### src/rtl/core/fipt_pkg.sv
`timescale 1ns / 1ps
// Shared types and constants of the fuel injector pulse timer.
// No dependencies; every other file of the block imports this package.
package fipt_pkg;

  localparam int unsigned DefaultTableDepth = 128;

  // Widths fixed by the item and register formats.
  localparam int unsigned OpW      = 3;
  localparam int unsigned SampleW  = 8;
  localparam int unsigned IndexW   = 7;
  localparam int unsigned EntryW   = 8;
  localparam int unsigned TimeW    = 10;
  localparam int unsigned TachW    = 16;
  localparam int unsigned ApbAddrW = 5;
  localparam int unsigned ApbDataW = 32;

  // Register reset values.
  localparam logic [IndexW-1:0] ThrottleMinRst    = 7'd0;
  localparam logic [IndexW-1:0] ThrottleMaxRst    = 7'd119;
  localparam logic [EntryW-1:0] InjectorOffsetRst = 8'd1;
  localparam logic [EntryW-1:0] CorrectionSpanRst = 8'd30;
  localparam logic [TachW-1:0]  StallLimitRst     = 16'd20000;

  typedef enum logic [OpW-1:0] {
    OpTick       = 3'd0,
    OpCrank      = 3'd1,
    OpThrottle   = 3'd2,
    OpCorrection = 3'd3,
    OpTableWrite = 3'd4
  } fipt_op_e;

  typedef enum logic [2:0] {
    RegThrottleMin    = 3'd0,
    RegThrottleMax    = 3'd1,
    RegInjectorOffset = 3'd2,
    RegCorrectionSpan = 3'd3,
    RegStallLimit     = 3'd4
  } fipt_reg_e;

  typedef struct packed {
    logic [IndexW-1:0] throttle_min;
    logic [IndexW-1:0] throttle_max;
    logic [EntryW-1:0] injector_offset;
    logic [EntryW-1:0] correction_span;
    logic [TachW-1:0]  stall_limit;
  } fipt_cfg_t;

endpackage

### src/rtl/core/fipt_in_if.sv
`timescale 1ns / 1ps
// Input channel of the fuel injector pulse timer: valid/ready plus one event.
// Depends on fipt_pkg for the field widths.
interface fipt_in_if
  import fipt_pkg::*;
();
  logic                valid;
  logic                ready;
  logic [OpW-1:0]      op;
  logic [SampleW-1:0]  sample;
  logic [IndexW-1:0]   entry_index;
  logic [EntryW-1:0]   entry_value;

  modport source (output valid, op, sample, entry_index, entry_value, input ready);
  modport sink   (input valid, op, sample, entry_index, entry_value, output ready);
endinterface

### src/rtl/core/fipt_out_if.sv
`timescale 1ns / 1ps
// Result channel of the fuel injector pulse timer: valid/ready plus one status beat.
// Depends on fipt_pkg for the field widths.
interface fipt_out_if
  import fipt_pkg::*;
();
  logic              valid;
  logic              ready;
  logic              injector_open;
  logic              late_flow_fault;
  logic [TachW-1:0]  period_ticks;
  logic [TimeW-1:0]  time_left;
  logic [IndexW-1:0] index_now;
  logic              low_speed;

  modport source (output valid, injector_open, late_flow_fault, period_ticks, time_left,
                  index_now, low_speed, input ready);
  modport sink   (input valid, injector_open, late_flow_fault, period_ticks, time_left,
                  index_now, low_speed, output ready);
endinterface

### src/rtl/core/fipt_cfg_regs.sv
`timescale 1ns / 1ps
// APB register file of the fuel injector pulse timer (five registers at 4*i).
// Depends on fipt_pkg for the register map and the configuration struct.
module fipt_cfg_regs
  import fipt_pkg::*;
(
  input  logic                clk_i,
  input  logic                rst_ni,
  input  logic                psel,
  input  logic                penable,
  input  logic                pwrite,
  input  logic [ApbAddrW-1:0] paddr,
  input  logic [ApbDataW-1:0] pwdata,
  output logic [ApbDataW-1:0] prdata,
  output logic                pready,
  output fipt_cfg_t           cfg_o
);

  fipt_cfg_t cfg_q, cfg_d;
  fipt_reg_e sel;
  logic      wr_en;

  assign sel    = fipt_reg_e'(paddr[ApbAddrW-1:2]);
  assign wr_en  = psel && penable && pwrite;
  assign pready = 1'b1;
  assign cfg_o  = cfg_q;

  always_comb begin
    cfg_d = cfg_q;
    if (wr_en) begin
      unique case (sel)
        RegThrottleMin:    cfg_d.throttle_min    = pwdata[IndexW-1:0];
        RegThrottleMax:    cfg_d.throttle_max    = pwdata[IndexW-1:0];
        RegInjectorOffset: cfg_d.injector_offset = pwdata[EntryW-1:0];
        RegCorrectionSpan: cfg_d.correction_span = pwdata[EntryW-1:0];
        RegStallLimit:     cfg_d.stall_limit     = pwdata[TachW-1:0];
        default:           cfg_d = cfg_q;
      endcase
    end
  end

  always_comb begin
    unique case (sel)
      RegThrottleMin:    prdata = ApbDataW'(cfg_q.throttle_min);
      RegThrottleMax:    prdata = ApbDataW'(cfg_q.throttle_max);
      RegInjectorOffset: prdata = ApbDataW'(cfg_q.injector_offset);
      RegCorrectionSpan: prdata = ApbDataW'(cfg_q.correction_span);
      RegStallLimit:     prdata = ApbDataW'(cfg_q.stall_limit);
      default:           prdata = '0;
    endcase
  end

  always_ff @(posedge clk_i or negedge rst_ni) begin
    if (!rst_ni) begin
      cfg_q.throttle_min    <= ThrottleMinRst;
      cfg_q.throttle_max    <= ThrottleMaxRst;
      cfg_q.injector_offset <= InjectorOffsetRst;
      cfg_q.correction_span <= CorrectionSpanRst;
      cfg_q.stall_limit     <= StallLimitRst;
    end else begin
      cfg_q <= cfg_d;
    end
  end

endmodule

### src/rtl/core/fipt_fuel_mem.sv
`timescale 1ns / 1ps
// Fuel time table: one write port, one registered read port, write-first on a collision.
// Depends on fipt_pkg for the entry width.
module fipt_fuel_mem
  import fipt_pkg::*;
#(
  parameter  int unsigned Depth = DefaultTableDepth,
  localparam int unsigned AddrW = $clog2(Depth)
) (
  input  logic              clk_i,
  input  logic              re_i,
  input  logic [AddrW-1:0]  raddr_i,
  input  logic              we_i,
  input  logic [AddrW-1:0]  waddr_i,
  input  logic [EntryW-1:0] wdata_i,
  output logic [EntryW-1:0] rdata_o
);

  logic [EntryW-1:0] mem [Depth];
  logic [EntryW-1:0] rdata_q;

  assign rdata_o = rdata_q;

  always_ff @(posedge clk_i) begin
    if (we_i) begin
      mem[waddr_i] <= wdata_i;
    end
  end

  // A read of the entry being written in the same cycle returns the new data.
  always_ff @(posedge clk_i) begin
    if (re_i) begin
      if (we_i && (waddr_i == raddr_i)) begin
        rdata_q <= wdata_i;
      end else begin
        rdata_q <= mem[raddr_i];
      end
    end
  end

endmodule

### src/rtl/core/fuel_injector_pulse_timer.sv
`timescale 1ns / 1ps
// Top level of the fuel injector pulse timer: event pipeline around the fuel table.
// Depends on fipt_pkg, fipt_in_if, fipt_out_if, fipt_cfg_regs and fipt_fuel_mem.
//
// Usage. Each input beat on item_in is one event: a timer tick, a crank pulse, a throttle
// sample, a correction sample or a write into the fuel table. Every accepted event yields
// exactly one result beat on result_out, in order, carrying the injector state after the
// event: open flag, late flow fault, captured crank period, time left, throttle index and
// the low speed flag. The APB port writes and reads the five tuning registers; write them
// only while no event is in flight.
// The block takes one event per cycle while result_out.ready stays high: stage one
// forms the throttle and correction products and issues the fuel table read, stage two
// scales the products and commits the state, and an output register holds the result.
// A crank pulse reads the table entry of the throttle index that is current for it; a
// throttle sample one stage ahead forwards its new index to the read address, and a table
// write committing in the same cycle is forwarded by the memory. When the receiver stalls,
// the output register holds its beat and the two stages behind it keep filling, so up to
// two more events are taken before item_in.ready drops. Reset clears all engine state and
// restores the register defaults; the fuel table itself is not cleared and each entry must
// be written before use.
module fuel_injector_pulse_timer
  import fipt_pkg::*;
#(
  parameter int unsigned TABLE_DEPTH = DefaultTableDepth
) (
  input  logic                clk_i,
  input  logic                rst_ni,
  fipt_in_if.sink             item_in,
  fipt_out_if.source          result_out,
  input  logic                psel,
  input  logic                penable,
  input  logic                pwrite,
  input  logic [ApbAddrW-1:0] paddr,
  input  logic [ApbDataW-1:0] pwdata,
  output logic [ApbDataW-1:0] prdata,
  output logic                pready
);

  localparam int unsigned AddrW  = $clog2(TABLE_DEPTH);
  localparam int          MaxIdx = TABLE_DEPTH - 1;

  fipt_cfg_t cfg;

  // Handshake and stage occupancy.
  logic out_free, s2_free, s1_free, in_fire, commit, rd_en;
  logic s1_valid_q, s2_valid_q, out_valid_q;

  // Stage one payload.
  fipt_op_e          s1_op_q;
  logic [SampleW-1:0] s1_sample_q;
  logic [IndexW-1:0] s1_eidx_q;
  logic [EntryW-1:0] s1_eval_q;

  // Stage two payload.
  fipt_op_e           s2_op_q;
  logic [IndexW-1:0]  s2_eidx_q;
  logic [EntryW-1:0]  s2_eval_q;
  logic signed [15:0] s2_thr_prod_q;
  logic [15:0]        s2_corr_prod_q;

  // Engine state.
  logic [TimeW-1:0]  remaining_q, remaining_d;
  logic [TachW-1:0]  tach_q, tach_d;
  logic [TachW-1:0]  period_q, period_d;
  logic              debounce_q, debounce_d;
  logic [IndexW-1:0] index_q, index_d;
  logic [EntryW-1:0] corr_q, corr_d;
  logic              fault_d;

  // Result register.
  logic              res_open_q, res_fault_q, res_low_q;
  logic [TachW-1:0]  res_period_q;
  logic [TimeW-1:0]  res_time_q;
  logic [IndexW-1:0] res_index_q;

  // Stage one arithmetic.
  logic [SampleW-1:0] raw_m1;
  logic signed [7:0]  thr_span;
  logic signed [16:0] thr_prod;
  logic [15:0]        corr_prod;

  // Stage two arithmetic.
  logic               thr_neg;
  logic [15:0]        thr_mag;
  logic [14:0]        thr_half, thr_q_sum;
  logic [IndexW-1:0]  thr_qm;
  logic signed [8:0]  thr_idx_s;
  logic [IndexW-1:0]  thr_idx_new;
  logic [16:0]        corr_sum;
  logic [EntryW-1:0]  corr_new;
  logic [9:0]         pulse_sum;

  // Fuel table port.
  logic              mem_we;
  logic [IndexW-1:0] rd_index;
  logic [EntryW-1:0] base_fuel;

  fipt_cfg_regs u_cfg (
    .clk_i   (clk_i),
    .rst_ni  (rst_ni),
    .psel    (psel),
    .penable (penable),
    .pwrite  (pwrite),
    .paddr   (paddr),
    .pwdata  (pwdata),
    .prdata  (prdata),
    .pready  (pready),
    .cfg_o   (cfg)
  );

  // Each stage advances when the stage ahead of it is empty or moving on.
  assign out_free      = !out_valid_q || result_out.ready;
  assign s2_free       = !s2_valid_q || out_free;
  assign s1_free       = !s1_valid_q || s2_free;
  assign item_in.ready = s1_free;
  assign in_fire       = item_in.valid && s1_free;
  assign commit        = s2_valid_q && out_free;
  assign rd_en         = s1_valid_q && s2_free;

  always_ff @(posedge clk_i or negedge rst_ni) begin
    if (!rst_ni) begin
      s1_valid_q  <= 1'b0;
      s2_valid_q  <= 1'b0;
      out_valid_q <= 1'b0;
    end else begin
      if (s1_free) begin
        s1_valid_q <= item_in.valid;
      end
      if (s2_free) begin
        s2_valid_q <= s1_valid_q;
      end
      if (out_free) begin
        out_valid_q <= s2_valid_q;
      end
    end
  end

  always_ff @(posedge clk_i) begin
    if (in_fire) begin
      s1_op_q     <= fipt_op_e'(item_in.op);
      s1_sample_q <= item_in.sample;
      s1_eidx_q   <= item_in.entry_index;
      s1_eval_q   <= item_in.entry_value;
    end
  end

  // Stage one: throttle product (raw-1)*(max-min), with raw 0 read as 1, and the
  // correction product sample*span. Both are registered before scaling.
  always_comb begin
    raw_m1    = (s1_sample_q == '0) ? '0 : s1_sample_q - 8'd1;
    thr_span  = $signed({1'b0, cfg.throttle_max}) - $signed({1'b0, cfg.throttle_min});
    thr_prod  = 17'($signed({1'b0, raw_m1})) * 17'(thr_span);
    corr_prod = 16'(s1_sample_q) * 16'(cfg.correction_span);
  end

  always_ff @(posedge clk_i) begin
    if (rd_en) begin
      s2_op_q        <= s1_op_q;
      s2_eidx_q      <= s1_eidx_q;
      s2_eval_q      <= s1_eval_q;
      s2_thr_prod_q  <= thr_prod[15:0];
      s2_corr_prod_q <= corr_prod;
    end
  end

  // Stage two: divide the throttle product by 254, truncating toward zero. The
  // magnitude is halved and then divided by 127 with the 2^7-1 reciprocal identity,
  // exact below 2^14. The correction product is divided by 255 the same way.
  always_comb begin
    thr_neg   = s2_thr_prod_q[15];
    thr_mag   = thr_neg ? 16'(-s2_thr_prod_q) : 16'(s2_thr_prod_q);
    thr_half  = thr_mag[15:1];
    thr_q_sum = thr_half + 15'(thr_half >> 7) + 15'd1;
    thr_qm    = thr_q_sum[13:7];
    thr_idx_s = $signed({2'b00, cfg.throttle_min})
              + (thr_neg ? -$signed({2'b00, thr_qm}) : $signed({2'b00, thr_qm}));
    if (thr_idx_s < 0) begin
      thr_idx_new = '0;
    end else if (int'(thr_idx_s) > MaxIdx) begin
      thr_idx_new = IndexW'(MaxIdx);
    end else begin
      thr_idx_new = thr_idx_s[IndexW-1:0];
    end
    corr_sum = 17'(s2_corr_prod_q) + 17'(s2_corr_prod_q >> 8) + 17'd1;
    corr_new = corr_sum[15:8];
  end

  // The item in stage one reads the entry of the index that holds after the item
  // in stage two, which commits at the same edge.
  assign rd_index = (s2_valid_q && (s2_op_q == OpThrottle)) ? thr_idx_new : index_q;
  assign mem_we   = commit && (s2_op_q == OpTableWrite) && (32'(s2_eidx_q) < TABLE_DEPTH);

  fipt_fuel_mem #(
    .Depth (TABLE_DEPTH)
  ) u_mem (
    .clk_i   (clk_i),
    .re_i    (rd_en),
    .raddr_i (AddrW'(rd_index)),
    .we_i    (mem_we),
    .waddr_i (AddrW'(s2_eidx_q)),
    .wdata_i (s2_eval_q),
    .rdata_o (base_fuel)
  );

  assign pulse_sum = 10'(cfg.injector_offset) + 10'(base_fuel) + 10'(corr_q);

  always_comb begin
    remaining_d = remaining_q;
    tach_d      = tach_q;
    period_d    = period_q;
    debounce_d  = debounce_q;
    index_d     = index_q;
    corr_d      = corr_q;
    fault_d     = 1'b0;
    case (s2_op_q)
      OpTick: begin
        debounce_d = 1'b0;
        if (tach_q < cfg.stall_limit) begin
          tach_d = tach_q + 16'd1;
        end
        if (remaining_q != '0) begin
          remaining_d = remaining_q - 10'd1;
        end
      end
      OpCrank: begin
        period_d = tach_q;
        tach_d   = '0;
        if (!debounce_q) begin
          debounce_d  = 1'b1;
          fault_d     = (remaining_q != '0);
          remaining_d = pulse_sum;
        end
      end
      OpThrottle:   index_d = thr_idx_new;
      OpCorrection: corr_d  = corr_new;
      default:      ;
    endcase
  end

  always_ff @(posedge clk_i or negedge rst_ni) begin
    if (!rst_ni) begin
      remaining_q <= '0;
      tach_q      <= '0;
      period_q    <= '0;
      debounce_q  <= 1'b0;
      index_q     <= '0;
      corr_q      <= '0;
    end else if (commit) begin
      remaining_q <= remaining_d;
      tach_q      <= tach_d;
      period_q    <= period_d;
      debounce_q  <= debounce_d;
      index_q     <= index_d;
      corr_q      <= corr_d;
    end
  end

  always_ff @(posedge clk_i) begin
    if (commit) begin
      res_open_q   <= (remaining_d != '0);
      res_fault_q  <= fault_d;
      res_period_q <= period_d;
      res_time_q   <= remaining_d;
      res_index_q  <= index_d;
      res_low_q    <= (tach_d >= cfg.stall_limit);
    end
  end

  assign result_out.valid           = out_valid_q;
  assign result_out.injector_open   = res_open_q;
  assign result_out.late_flow_fault = res_fault_q;
  assign result_out.period_ticks    = res_period_q;
  assign result_out.time_left       = res_time_q;
  assign result_out.index_now       = res_index_q;
  assign result_out.low_speed       = res_low_q;

`ifndef SYNTHESIS
  a_accept_fills_s1: assert property (@(posedge clk_i) disable iff (!rst_ni)
    in_fire |=> s1_valid_q)
    else $error("accepted beat did not enter stage one");

  a_open_matches_time: assert property (@(posedge clk_i) disable iff (!rst_ni)
    out_valid_q |-> (res_open_q == (res_time_q != '0)))
    else $error("injector_open disagrees with time_left");

  a_tick_counts_down: assert property (@(posedge clk_i) disable iff (!rst_ni)
    (commit && (s2_op_q == OpTick) && (remaining_q != '0))
      |=> (remaining_q == $past(remaining_q) - 10'd1))
    else $error("tick did not decrement the remaining time");

  a_crank_debounce: assert property (@(posedge clk_i) disable iff (!rst_ni)
    (commit && (s2_op_q == OpCrank)) |=> (debounce_q && (tach_q == '0)))
    else $error("crank pulse left debounce clear or tach count running");
`endif

endmodule

### src/flat_wrapper.sv
// flat-port wrapper written by rule: the top's interface ports become plain ports
module fuel_injector_pulse_timer_flat import fipt_pkg::*;
#(
  parameter int unsigned TABLE_DEPTH = DefaultTableDepth
)
  (clk_i, rst_ni, psel, penable, pwrite, paddr, pwdata, prdata, pready, item_in_valid, item_in_op, item_in_sample, item_in_entry_index, item_in_entry_value, item_in_ready, result_out_valid, result_out_injector_open, result_out_late_flow_fault, result_out_period_ticks, result_out_time_left, result_out_index_now, result_out_low_speed, result_out_ready);
  fipt_in_if item_in_i ();
  fipt_out_if result_out_i ();
  input  logic clk_i;
  input  logic rst_ni;
  input  logic psel;
  input  logic penable;
  input  logic pwrite;
  input  logic [ApbAddrW-1:0] paddr;
  input  logic [ApbDataW-1:0] pwdata;
  output logic [ApbDataW-1:0] prdata;
  output logic pready;
  input wire logic [$bits(item_in_i.valid)-1:0] item_in_valid;
  input wire logic [$bits(item_in_i.op)-1:0] item_in_op;
  input wire logic [$bits(item_in_i.sample)-1:0] item_in_sample;
  input wire logic [$bits(item_in_i.entry_index)-1:0] item_in_entry_index;
  input wire logic [$bits(item_in_i.entry_value)-1:0] item_in_entry_value;
  output wire logic [$bits(item_in_i.ready)-1:0] item_in_ready;
  output wire logic [$bits(result_out_i.valid)-1:0] result_out_valid;
  output wire logic [$bits(result_out_i.injector_open)-1:0] result_out_injector_open;
  output wire logic [$bits(result_out_i.late_flow_fault)-1:0] result_out_late_flow_fault;
  output wire logic [$bits(result_out_i.period_ticks)-1:0] result_out_period_ticks;
  output wire logic [$bits(result_out_i.time_left)-1:0] result_out_time_left;
  output wire logic [$bits(result_out_i.index_now)-1:0] result_out_index_now;
  output wire logic [$bits(result_out_i.low_speed)-1:0] result_out_low_speed;
  input wire logic [$bits(result_out_i.ready)-1:0] result_out_ready;
  assign item_in_i.valid = item_in_valid;
  assign item_in_i.op = item_in_op;
  assign item_in_i.sample = item_in_sample;
  assign item_in_i.entry_index = item_in_entry_index;
  assign item_in_i.entry_value = item_in_entry_value;
  assign item_in_ready = item_in_i.ready;
  assign result_out_valid = result_out_i.valid;
  assign result_out_injector_open = result_out_i.injector_open;
  assign result_out_late_flow_fault = result_out_i.late_flow_fault;
  assign result_out_period_ticks = result_out_i.period_ticks;
  assign result_out_time_left = result_out_i.time_left;
  assign result_out_index_now = result_out_i.index_now;
  assign result_out_low_speed = result_out_i.low_speed;
  assign result_out_i.ready = result_out_ready;
  fuel_injector_pulse_timer #(.TABLE_DEPTH(TABLE_DEPTH)) u_core (.clk_i(clk_i), .rst_ni(rst_ni), .item_in(item_in_i), .result_out(result_out_i), .psel(psel), .penable(penable), .pwrite(pwrite), .paddr(paddr), .pwdata(pwdata), .prdata(prdata), .pready(pready));
endmodule
### config.mk
export PLATFORM = sky130hd
export DESIGN_NAME = fuel_injector_pulse_timer_flat
export DESIGN_NICKNAME = d
export VERILOG_FILES = /design/src/rtl/core/fipt_pkg.sv /design/src/rtl/core/fipt_in_if.sv /design/src/rtl/core/fipt_out_if.sv /design/src/rtl/core/fipt_cfg_regs.sv /design/src/rtl/core/fipt_fuel_mem.sv /design/src/rtl/core/fuel_injector_pulse_timer.sv /design/src/flat_wrapper.sv
export SDC_FILE = /design/constraint.sdc
export NUM_CORES = 2
export LEC_CHECK = 0
export BUFFER_PORTS_ARGS = -buffer_cell sky130_fd_sc_hd__buf_2
export CELL_PAD_IN_SITES_DETAIL_PLACEMENT = 1
export CELL_PAD_IN_SITES_GLOBAL_PLACEMENT = 1
export CORE_MARGIN = 1.5
export CORE_UTILIZATION = 50
export DETAILED_ROUTE_END_ITERATION = 8
export PLACE_DENSITY = 0.76
export SYNTH_ARGS = -nofsm -noshare
export SYNTH_HDL_FRONTEND = slang
export SYNTH_SLANG_ARGS = --single-unit
### constraint.sdc
create_clock -name clk_i -period 12.1 [get_ports clk_i]
set_input_delay 0.605 -clock clk_i [delete_from_list [all_inputs] [get_ports clk_i]]
set_output_delay 0.605 -clock clk_i [all_outputs]
set_load 0.02 [all_outputs]
Yosys cells after proc, flatten, opt, wreduce, memory -nomap -nowiden
Memories as Yosys holds them, arrays and structs flattened. A register that Yosys moved wholly into a read port is not among the register bits.
Cells that the tools add are included.
W data, S select, Z words.
- flip-flop bits (word level): 219
- bits of input ports: 70
- output and inout bits: 71
- memories kept: 1
- logic and storage cells: 102
- bits in writable memories: 1024
- memory list (memory ; depth ; bits a word ; rd ports ; clocked after Yosys merged registers in ; write ports ; line ; text):
    u_core.u_mem.mem ; 128 ; 8 ; 1 ; 1 ; 1 ; fipt_fuel_mem.sv:19 ; logic [EntryW-1:0] mem [Depth];
- bitwise operators: 1
- mux-type cells: 17
- multiply operators: 2
- magnitude comparators: 4
- add/subtract/negate cells: 13
- reductions and logical operators: 27
- equality and inequality tests: 8
- operator list (kind ; count):
    $pmux W16 S5 ; 1
    $mux W16 ; 3
    $add A16 B1 Y16 const B ; 2
    $pmux W16 S2 ; 1
    $mux W7 ; 4
    $mux W10 ; 2
    $pmux W10 S2 ; 1
    $reduce_bool A10 Y1 ; 2
    $add A16 B8 Y16 ; 1
    $ge A16 B16 Y1 ; 1
    $lt A16 B16 Y1 ; 1
    $mul A8 B8 Y16 ; 1
    $mul A9 B8 Y16 ; 1
    $neg A16 Y16 ; 1
    $add A14 B1 Y14 const B ; 1
    $add A14 B8 Y14 ; 1
    $reduce_and A2 Y1 ; 7
    $eq A3 B2 Y1 const B ; 4
    $add A10 B8 Y10 ; 1
    $sub A10 B1 Y10 const B ; 1
    $add A8 B8 Y9 ; 1
    $add A8 B9 Y9 ; 1
    $gt A9 B8 Y1 const B ; 1
    $lt A9 B1 Y1 const B ; 1
    other kinds (17) ; 31

Logic depth before layout (Yosys ltp)
- depth after elaboration: 11
- depth in mapped cells: 40
- mapped depth without buffers: 35

By module
A second synthesis with hierarchy kept.
- cells, all modules: 3746
- area, all modules: 57805.4 µm²
- modules (own cells, without submodules) (module ; times used ; seq. area each (µm²) ; cells an instance ; area an instance (µm²)):
    fipt_fuel_mem ; 1 ; 30989.7 ; 2027 ; 40941.8
    fuel_injector_pulse_timer ; 1 ; 4889.7 ; 1551 ; 14532.7
    fipt_cfg_regs ; 1 ; 1171.1 ; 168 ; 2331.0

Worst setup path after synthesis
OpenSTA, ideal clock, no wires.
- path type: flip-flop to flip-flop
- start point: reg u_core.s2_thr_prod_q[9]
- end point: reg u_core.u_mem.rdata_q[6] (netlist: u_core.u_mem.rdata_o[6]), read port of u_core.u_mem.mem, data pin
- setup time: 0.264 ns
- data required time: 11.836 ns
- slack: 4.408 ns
- arrival time: 7.428 ns
- cell stages (with the launch flop): 37
- path buffers: 2
- cells stage by stage: edfxtp_1 > or4_1 > or4_1 > o31ai_1 > xor2_1 > inv_1 > ha_1 > nand4_1 > a31oi_1 > o31ai_1 > o21ai_1 > a21oi_1 > xnor2_1 > inv_1 > ha_1 > clkbuf_1 > nand2b_1 > xnor2_1 > xnor2_1 > ha_1 > nand2_1 > o21ai_0 > a31oi_1 > o21bai_1 > nand3_1 > mux2i_1 > o311ai_2 > and2_4 > buf_4 > nand2_1 > a41oi_1 > a221o_1 > nand2_1 > o41a_1 > a221o_1 > o311ai_1 > nand2_1
- word-level cells in the longest chain between the ends: 11
- RTL lines (item ; line ; text):
    start: declaration ; fuel_injector_pulse_timer.sv:58 ; logic signed [15:0] s2_thr_prod_q;
    start signal: assignment ; fuel_injector_pulse_timer.sv:161 ; s2_thr_prod_q <= thr_prod[15:0];
    $neg A16 Y16 ; fuel_injector_pulse_timer.sv:171 ; thr_mag = thr_neg ? 16'(-s2_thr_prod_q) : 16'(s2_thr_prod_q);
    $mux W16 (*) ; fuel_injector_pulse_timer.sv:171 ;
    $add A14 B8 Y14 (*) ; fuel_injector_pulse_timer.sv:173 ; thr_q_sum = thr_half + 15'(thr_half >> 7) + 15'd1;
    $add A14 B1 Y14 (*) ; fuel_injector_pulse_timer.sv:173 ;
    $neg A7 Y9 ; fuel_injector_pulse_timer.sv:176 ; + (thr_neg ? -$signed({2'b00, thr_qm}) : $signed({2'b00, thr_qm}));
    $mux W9 (*) ; fuel_injector_pulse_timer.sv:176 ;
    $add A8 B9 Y9 (*) ; fuel_injector_pulse_timer.sv:176 ;
    $gt A9 B8 Y1 ; fuel_injector_pulse_timer.sv:179 ; end else if (int'(thr_idx_s) > MaxIdx) begin
    $mux W7 ; fuel_injector_pulse_timer.sv:179 ;
    $mux W7 (*) ; fuel_injector_pulse_timer.sv:177 ; if (thr_idx_s < 0) begin
    $mux W7 (*) ; fuel_injector_pulse_timer.sv:190 ; assign rd_index = (s2_valid_q && (s2_op_q == OpThrottle)) ? thr_idx_new : index_q;
    end: declaration ; fipt_fuel_mem.sv:20 ; logic [EntryW-1:0] rdata_q;
Mark *: on every way between the ends. The rest lies on a longest branch, timed or not.
A chain may end at the register's enable or synchronous reset.

Final worst setup path
- start point: reg u_core.s2_thr_prod_q[15]
- end point: reg u_core.u_mem.rdata_q[1] (netlist: u_core.u_mem.rdata_o[1]), read port of u_core.u_mem.mem, data pin
- word-level cells in the longest chain between the ends: 11
- RTL lines (item ; line):
    $neg A16 Y16 ; fuel_injector_pulse_timer.sv:171
    $mux W16 ; fuel_injector_pulse_timer.sv:171
    $add A14 B8 Y14 ; fuel_injector_pulse_timer.sv:173
    $add A14 B1 Y14 ; fuel_injector_pulse_timer.sv:173
    $neg A7 Y9 ; fuel_injector_pulse_timer.sv:176
    $mux W9 (*) ; fuel_injector_pulse_timer.sv:176
    $add A8 B9 Y9 (*) ; fuel_injector_pulse_timer.sv:176
    $gt A9 B8 Y1 ; fuel_injector_pulse_timer.sv:179
    $mux W7 ; fuel_injector_pulse_timer.sv:179
    $mux W7 (*) ; fuel_injector_pulse_timer.sv:177
    $mux W7 (*) ; fuel_injector_pulse_timer.sv:190
Marks and branches as above.

==> metrics.txt <==
fill cell count 11583; largest net degree at the start of global routing 158; IR drop worst, VDD 0.0002672 V; clock skew 31.78 ps; final setup fails 0; Top delay family on crit path compound AO/OA/AOI/OAI gates; Overflow after GRT 0; simple-gate area share of the yosys netlist 0.1449; cell count after synthesis roughly 4800; R2R cell count 32; clk sinks 1251; CP max stage cell edfxtp_1; CTS root buffer clkbuf_16; Syn Area/Cell 11.97 um2; share of layout cells above drive strength 1 0.09274; hpwl dp about 110 mm; Remaining DRCs 0; Die Ht 343.3 um; Comb pwr share 0.454; clock buffer depth 3; Critical Path Most Common Cell a21oi_1; DRT Pass-1 Iters 5; Fmax achieved approximately 94 MHz; count leader, synth edfxtp_1; setup repair bufs after CTS 0; worst-skew pair later-pin latency 780 ps; PD cells 266.6 mW/mm2; Mapped Area 0.05791 mm2; Synth area leaders edfxtp_1 (59%), nand2_1 (7.3%), dfrtp_1 (3.9%); DRT antenna net count 0; Pwr Total 17.13 mW; Final Net Count 5215; clock share of power 0.233; Critical R2R Capture u_core.u_mem.rdata_o[1]; WL/cell 25.70 um; P_sw 7.166 mW; Placer Congestion ~0.9; top post-synthesis cells by count edfxtp_1 (1144), nand2_1 (1125), nand3_1 (267), nor2_1 (255), a21oi_1 (196); Startpoint Class flop; Setup CP Type reg -> reg; Worst Hold Depth 1; RSZ-0062 raised after global routing false; slowest stage delay, CP 850 ps; Post-synth top flop edfxtp_1; All-Layer GR Usage 0.2841; Async SR Flop Fraction 0.08553; Synth cell types 84; CTS resizes 0; XOR/XNOR share of the synthesized area 0.01571; min-delay src item_in_entry_index[5]; initial antenna violation count 1; Worst Hold End u_core.s1_eidx_q[5]; Ports 141; DIE AREA 0.1179 mm2; # port buffers around 110; vias in the first global route 40625; CP Data Required Time 12640 ps; Worst-path clk slew ~60 ps; CP arrival 11200 ps; post-synthesis mux area share 0.02647; Die W roughly 340 um; largest family of logic cells by synthesized area simple AND/OR/NAND/NOR gates; core area roughly 0.11 mm2; P_int 9.960 mW; Yosys top cell by area edfxtp_1; Area Growth Syn to Fin 10.92%; Layout Utilization 0.5602; Initial DRC Count 3564; effective utilization at floorplan 0.5051; Total Wirelength 167.7 mm; first-pass GRT wire length around 250 mm; slack of the worst reg-to-reg path approximately 1400 ps; Vias just under 40000; Rel. slew slack 0.1522; Max Fanout on Critical Path 53; sequential share of power 0.313; buffer and inverter count on the worst path 4; DR vias/cell between 6 and 7; CTS tree built; Final Critical Period 10660 ps; total negative slack 0 ps; Yosys reg bits 1251; TritonCTS Buffers 136; adder-cell share of the synthesized area 0.06054; status completed; worst min path class in -> reg; crit share post-route 0.8814; P_leak 24.21 nW; register area share after synthesis 0.6398; final hold vios 0; reg2reg start u_core.s2_thr_prod_q[15]; post-synthesis compound-gate area fraction 0.07733; max cap viols 0; htree depth 4; Diodes inserted 0; Yosys top cell area share 0.5932; Worst Tran Pin Value 1267 ps; # rows 124; switching share of power 0.4184; hold buffer count at cts 21; yosys warns 0; CP endpoint kind flop; EDFF count, synth 1144; Final Max Tran Viols 0
[final cells by class]
| cell class | count | area [um2] | share of cell area |
|---|---|---|---|
| repair buffers | 202 | 1409 | 0.02193 |
| clock buffers | 170 | 3625 | 0.05643 |
| clock inverters | 71 | 596.8 | 0.009292 |
| flip-flops and latches | 1251 | 37050 | 0.5768 |
| inverters | 186 | 698.2 | 0.01087 |
| multi-input cells | 3134 | 18960 | 0.2952 |
| well taps | 1512 | 1892 | 0.02945 |
[cell families (layout without fill, tap and decap cells)]
kind of cell	count (synthesis)	in the layout
fa+ha+maj	234	234
mux	147	147
other cells	2	17
flops	1251	1251
buf+inv	468	629
xor+xnor	103	103
simple gates	1941	1941
compound gates	692	692
[per-layer routing]
metal / GRT usage / share of wire / vias up
met5: 0 / 0 / -
met3: 0.04581 / 0.067 / 340
met2: 0.4803 / 0.49 / 1378
li1: - / - / 17456
met4: 0.1075 / 0.037 / 0
met1: 0.3693 / 0.40 / 20132
[cells in the final DEF, fill, tap and decap left out, drive strengths merged, types with 22 or more instances in the layout]
cell type / n
mux2: 39
nor2: 256
and3: 79
a32oi: 22
nand3: 267
nor3: 42
mux2i: 108
fa: 77
o21ai: 121
xnor2: 66
buf: 181
nor2b: 25
a21oi: 196
nand2: 1125
a31oi: 106
xor2: 37
clkinv: 51
inv: 196
edfxtp: 1144
dfrtp: 91
o221ai: 22
o22ai: 25
o21bai: 23
ha: 157
clkbuf: 170
a21o: 45
and2: 47
[power groups by stage]
| stage | logic, mW | clock network (mW) | registers [mW] |
|---|---|---|---|
| 2_1_floorplan | 5.18 | 0 | 5.39 |
| 3_3_place_gp | 7.38 | 0 | 5.43 |
| 3_5_place_dp | 7.64 | 0 | 5.44 |
| 4_1_cts | 7.77 | 4.04 | 5.36 |
| 5_1_grt | 8.52 | 4.19 | 5.38 |
| 6_report | 7.78 | 3.99 | 5.36 |
[registers in the layout, summed over array words and instances, names as in the netlist, 8 cells and up]
name / flops
u_core.tach_q: 16
u_core.s2_corr_prod_q: 16
u_core.u_mem.mem: 1024
u_core.s2_thr_prod_q: 16
u_core.result_out.time_left: 10
u_core.corr_q: 8
u_core.u_cfg.cfg_o: 46
u_core.s1_eval_q: 8
u_core.remaining_q: 10
u_core.u_mem.rdata_o: 8
u_core.period_q: 16
u_core.result_out.period_ticks: 16
u_core.s1_sample_q: 8
u_core.s2_eval_q: 8
[worst max-delay path by stage]
stage	cells past startpoint	startpoint	endpoint
floorplan	36	u_core.s2_thr_prod_q[9]	u_core.u_mem.rdata_o[6]
global placement	33	u_core.s2_thr_prod_q[15]	u_core.u_mem.rdata_o[2]
detailed placement	32	u_core.s2_thr_prod_q[15]	u_core.u_mem.rdata_o[1]
CTS	32	u_core.s2_thr_prod_q[15]	u_core.u_mem.rdata_o[1]
global route	32	u_core.s2_thr_prod_q[15]	u_core.u_mem.rdata_o[1]
finish	32	u_core.s2_thr_prod_q[15]	u_core.u_mem.rdata_o[1]
[through the flow]
stage	setup WS, ps	std cells	cell area, um2	hold slack, ps
global route	798.5	6526	64230	13.11
finish	1435	6526	64230	41.80
detailed placement	1653	6264	59800	408.6
CTS	1628	6526	64230	3.180
floorplan	4408	4853	57970	309.4
global placement	2018	6264	59800	401.8
(Power assumes the default switching activity.)
